===== config.mk =====
export PLATFORM = sky130hd
export DESIGN_NAME = mciir_hist
export DESIGN_NICKNAME = d
export VERILOG_FILES = /design/src/sv/mciir_pkg.sv /design/src/sv/mciir_hist.sv
export SDC_FILE = /design/constraint.sdc
export NUM_CORES = 1
export LEC_CHECK = 0
export ABC_AREA = 1
export BUFFER_PORTS_ARGS = -buffer_cell sky130_fd_sc_hd__buf_2
export CORE_MARGIN = 1.5
export CORE_UTILIZATION = 35
export DETAILED_ROUTE_END_ITERATION = 6
export GPL_TIMING_DRIVEN = 0
export MAX_ROUTING_LAYER = met4
export PLACE_DENSITY = 0.51
export SYNTH_ARGS = -nofsm -noshare
export SYNTH_HDL_FRONTEND = slang
export SYNTH_SLANG_ARGS = --single-unit

===== constraint.sdc =====
create_clock -name aclk -period 22.8 [get_ports aclk]
set_input_delay 2.28 -clock aclk [delete_from_list [all_inputs] [get_ports aclk]]
set_output_delay 2.28 -clock aclk [all_outputs]
set_load 0.02 [all_outputs]

===== src/sv/mciir_pkg.sv =====
// Shared types and constants for the multichannel IIR filter.
// No dependencies; every other file of the filter imports this package.
package mciir_pkg;

    localparam int CHAN_W     = 3;
    localparam int SAMPLE_W   = 24;
    localparam int COEF_W     = 32;
    localparam int FRAC_W     = 28;
    localparam int PROD_W     = COEF_W + SAMPLE_W;
    localparam int ACC_W      = 60;
    localparam int ROUND_W    = ACC_W - FRAC_W;
    localparam int NUM_COEF   = 7;
    localparam int CFG_IDX_W  = 3;
    localparam int MAC_STAGES = 3;

    // Coefficient register indexes.
    localparam logic [CFG_IDX_W-1:0] REG_B0 = 3'd0;
    localparam logic [CFG_IDX_W-1:0] REG_B1 = 3'd1;
    localparam logic [CFG_IDX_W-1:0] REG_B2 = 3'd2;
    localparam logic [CFG_IDX_W-1:0] REG_B3 = 3'd3;
    localparam logic [CFG_IDX_W-1:0] REG_A1 = 3'd4;
    localparam logic [CFG_IDX_W-1:0] REG_A2 = 3'd5;
    localparam logic [CFG_IDX_W-1:0] REG_A3 = 3'd6;

    localparam logic signed [COEF_W-1:0] COEF_ONE = 32'sh1000_0000;

    localparam logic signed [ACC_W-1:0]   ROUND_BIAS = 60'sd134217728;
    localparam logic signed [ROUND_W-1:0] SAT_MAX    = 32'sd8388607;
    localparam logic signed [ROUND_W-1:0] SAT_MIN    = -32'sd8388608;

    typedef logic signed [SAMPLE_W-1:0] sample_t;
    typedef logic signed [COEF_W-1:0]   coef_t;
    typedef logic signed [PROD_W-1:0]   prod_t;
    typedef logic signed [ACC_W-1:0]    acc_t;

    // Channel and range flag that travel with each beat.
    typedef struct packed {
        logic              in_range;
        logic [CHAN_W-1:0] chan;
    } beat_tag_t;

    // Occupancy of one pipeline stage, used for the same-channel hazard check.
    typedef struct packed {
        logic              valid;
        logic [CHAN_W-1:0] chan;
    } stage_stat_t;

endpackage


===== src/sv/mciir_hist.sv =====
// Per-channel input and output delay lines with one valid bit per channel.
// Depends on mciir_pkg.
module mciir_hist
    import mciir_pkg::*;
#(
    parameter int CHANNELS = 8,
    parameter int ORDER    = 2,
    parameter int IDX_W    = 3
) (
    input  logic             aclk,
    input  logic             aresetn,
    input  logic [IDX_W-1:0] rd_idx,
    output sample_t          rd_xh [ORDER],
    output sample_t          rd_yh [ORDER],
    input  logic             wr_en,
    input  logic [IDX_W-1:0] wr_idx,
    input  sample_t          wr_xh [ORDER],
    input  sample_t          wr_yh [ORDER]
);

    sample_t              xh_mem [CHANNELS][ORDER];
    sample_t              yh_mem [CHANNELS][ORDER];
    logic [CHANNELS-1:0]  row_valid_reg;

    always_ff @(posedge aclk) begin
        if (!aresetn) begin
            row_valid_reg <= '0;
        end else if (wr_en) begin
            row_valid_reg[wr_idx] <= 1'b1;
        end
    end

    always_ff @(posedge aclk) begin
        if (wr_en) begin
            xh_mem[wr_idx] <= wr_xh;
            yh_mem[wr_idx] <= wr_yh;
        end
    end

    // A channel never written since reset reads as all zero history.
    always_comb begin
        for (int k = 0; k < ORDER; k++) begin
            rd_xh[k] = row_valid_reg[rd_idx] ? xh_mem[rd_idx][k] : '0;
            rd_yh[k] = row_valid_reg[rd_idx] ? yh_mem[rd_idx][k] : '0;
        end
    end

endmodule


Word level (Yosys, flattened, before mapping). Memories as Yosys holds them, arrays and structs flattened. Cells that the tools add are included.

Register bits: 8. Memory bits (writable): 768. Input port bits: 105. Output and inout port bits: 96. Word-level logic and storage cells: 18. Memories kept: 2.

$lt $le $gt $ge: 3. Muxes and demuxes: 10. Bitwise logic cells: 1. Reductions and logical operators: 1.

Memories: xh_mem (depth 8, width 48, read ports 1, clocked after memory_dff 0, write ports 1, line mciir_hist.sv:21) `sample_t xh_mem [CHANNELS][ORDER];`; yh_mem (depth 8, width 48, read ports 1, clocked after memory_dff 0, write ports 1, line mciir_hist.sv:22) `sample_t yh_mem [CHANNELS][ORDER];`.

Operator list (number): 24-bit 2-to-1 mux (4); 3-bit by 4-bit less-than comparator with 1-bit output, second input constant (2); 8-bit bitwise OR (1); 1-bit 2-to-1 mux (4); 1-bit binary-select mux with 3-bit select (1); 1-bit demux with 3-bit select (1); 3-bit by 1-bit >= comparator with 1-bit output, second input constant (1); 1-bit logical AND (1).

Logic depth before layout (Yosys ltp).
Depth after elaboration: 5. Gate-level depth with buffers: 10. Gate-level depth less buffers: 8.

Worst setup path after synthesis. Ideal clock, no wire load.

Path type: input-to-reg. Start: in wr_idx[2]. End: mem xh_mem[1][0] (netlist bit), enable pin. Setup time: 672 ps. Data arrival time: 8979 ps. Required time: 22128 ps. Setup slack: 13149 ps. Cell stages on the path: 1. Buffers on the path: 0. Path through: nor3_1.

RTL lines: start, declared (line mciir_hist.sv:16) `input logic [IDX_W-1:0] wr_idx,`; end, declared (line mciir_hist.sv:21).

No word-level cell before the write port.

==> results.toml <==
[status]
status = "finished clean"

[sta]
drv_slew = 0
skew_ns = 0
tightest_slew_ns = 0.955
finalHoldViolations = 0
max_slew_margin = 0.362
fin_crit_ns = 6.58
finalSetupViolations = 0
timing.setup.tns_ns = 0
rsz0062_at_grt = "false"
timing.fmax_mhz = 152
period_share = 0.289

[die]
die_y_um = 317
die_width_um = 317
core_area_sq_um = 98100
die_area_sq_um = 101000
row_count = 115
start_util = 0.352
io-pin-count = 201

[synthesis]
ys_types = 15
ys_seq_elements = 776
yosysTopAreaCell = "edfxtp_1"
ys_warn_count = 0
yosysTopAreaCellShare = 0.667
syn_inst = 3590
yosysSeqAreaShare = 0.672
synth_area_leaders = "edfxtp_1 (67%), nand2_1 (15%), inv_1 (9.5%), nand3_1 (5.6%), buf_2 (1.6%)"
syn_avg_cell_area_sq_um = 9.63
synth_area_sq_um = 34600
syn-num-nets = 3695

[place]
dp_hpwl_mm = 57.9
io_buffers = 198
gp_congestion = 0.753

[cells_and_area]
area_growth_pct = 17.2
nNetsFinal = 4009
nFillCells = 9510
drive_gt1_frac = 0.127

[global_route]
grt.total_usage = 0.194
grt_first_pass_wirelength_mm = 139
gr-total-overflow = 0
grt_max_degree = 67
grt_pass1_vias = 22300
antenna_found_initial = 23

[cts]
post_cts_buffers = 0
cts-root-buf = "clkbuf_16"
cts_buffers = 87
cts_tree = "built"
clockBufferDepth = 3
postCtsHoldBufs = 0
clk_latency_ns = 0.64
htreeDepth = 3
post_cts_resized = 0
clkTransAtPathRegs_ns = 0.06
numClockSinks = 776

[route]
routed.top_layer = "met4"
drt-total-wl_mm = 94.3
vias_per_cell = 4.41
m1WireLength_mm = 41.7
dr_wl_met2_mm = 44.1
drt-pass1-iter-count = 5
wire_per_inst_um = 17.9
ant_nets = 0
drtIter0Drc = 1820
via_count = 23300
drc = 0
wl_met3_mm = 6.05

[power_and_ir_drop]
p_leak_nw = 19.5
p_per_area_nw_per_um2 = 80.8
p_total_mw = 3.27
ir_worst_vdd_mv = 0.0542

[setup_path]
worstPathArrival_ns = 4.30
path_cells = "buf_2, clkbuf_1, buf_2, nand2_1, nand2_1, nand2_1, inv_1, buf_2"
crit_buf_inv = 5
cp-start-kind = "primary input"
worstSetupPathType = "primary input to output port"
slowest_stage = "clkbuf_1"
max_stage_delay_ns = 0.69
critPathMaxFanout = 10
end_kind = "output port"
critical-path-top-delay-family = "buffers and inverters"
critPathRequiredTime_ns = 20.52

[job]
max_cap_violations = 0

[hold_path]
hp-class = "register to register"
==> through the flow <==
step / setup WS, ns / std cells / hold slack [ns] / instance area (sq um) / utilization
3_5_place_dp: 16.28 / 5102 / 0.450 / 37700 / 0.384
3_3_place_gp: 5.70 / 5075 / 0.445 / 37200 / 0.379
4_1_cts: 16.27 / 5259 / 0.459 / 40500 / 0.412
2_1_floorplan: 13.15 / 3590 / 0.435 / 34600 / -
5_1_grt: 16.16 / 5275 / 0.480 / 40500 / 0.413
6_report: 16.22 / 5279 / 0.463 / 40500 / 0.413
==> cell usage in the layout (no fill, tap or decap), types with 5 or more instances in the layout <==
master     netlist  layout
nand3_1        389     389
dfxtp_1          8       8
a21oi_1          5       5
clkinv_2         0      10
buf_4           30      32
clkinv_1         0      18
edfxtp_1       768     768
nand2_1       1363    1363
diode_2          0      20
buf_12           0       7
buf_6            5      14
inv_2            7       7
buf_1            7       7
buf_2          109     307
inv_6            0       9
buf_16           0       7
clkbuf_16        0      87
bufinv_16        0       8
inv_1          878     873
clkbuf_1         8      29
nor2_1          11       9
==> synth_stat cells, drive strengths merged <==
cell type / instances
nor3: 1
nor2: 11
inv: 885
nand2: 1364
a21oi: 5
dfxtp: 8
clkbuf: 8
buf: 151
edfxtp: 768
nand3: 389
==> worst min-delay path: stages (launching register included) <==
cell     delay (ns)
dfxtp_1        0.30
inv_1          0.06
a21oi_1        0.06
==> layout make-up <==
type / count / area, sq um / share of cell area
Clock inverter: 46 / 470 / 0.0116
Inverter: 885 / 3350 / 0.0826
Antenna cell: 20 / 50.0 / 0.00124
Buffer: 159 / 883 / 0.0218
Timing Repair Buffer: 225 / 1470 / 0.0363
Multi-Input combinational cell: 1770 / 7160 / 0.177
Tap cell: 1287 / 1610 / 0.0397
Sequential cell: 776 / 23200 / 0.573
Clock buffer: 111 / 2300 / 0.0567
==> path summary, 6_finish.rpt <==
check | start | end | slack, ns | cells after the start
setup / recovery | rd_idx[2] | rd_yh[21] | 16.22 | 8
hold / removal | row_valid_reg[6] | row_valid_reg[6] | 0.46 | 2
setup reg to reg | row_valid_reg[1] | row_valid_reg[1] | 22.23 | 2
hold reg to reg | row_valid_reg[6] | row_valid_reg[6] | 0.46 | 2
==> cells by family after synthesis <==
family                 share of synthesized area
AO/OA/AOI/OAI                           0.000724
AND/OR/NAND/NOR                            0.206
buffers and inverters                      0.122
flip-flops                                 0.672
==> layer usage <==
metal,up-vias,track usage
li1,11700,-
met1,10800,0.256
met2,619,0.303
met3,152,0.0358
met4,0,0.0620
met5,-,-
==> power by group <==
part / switching (mW) / internal, mW / leakage, nW
clock network: 0.575 / 0.804 / 1.35
logic: 0.192 / 0.0766 / 11.1
registers: 0.00938 / 1.62 / 7.04
total: 0.776 / 2.50 / 19.5
No activity file was read; power rests on OpenSTA's default activity.
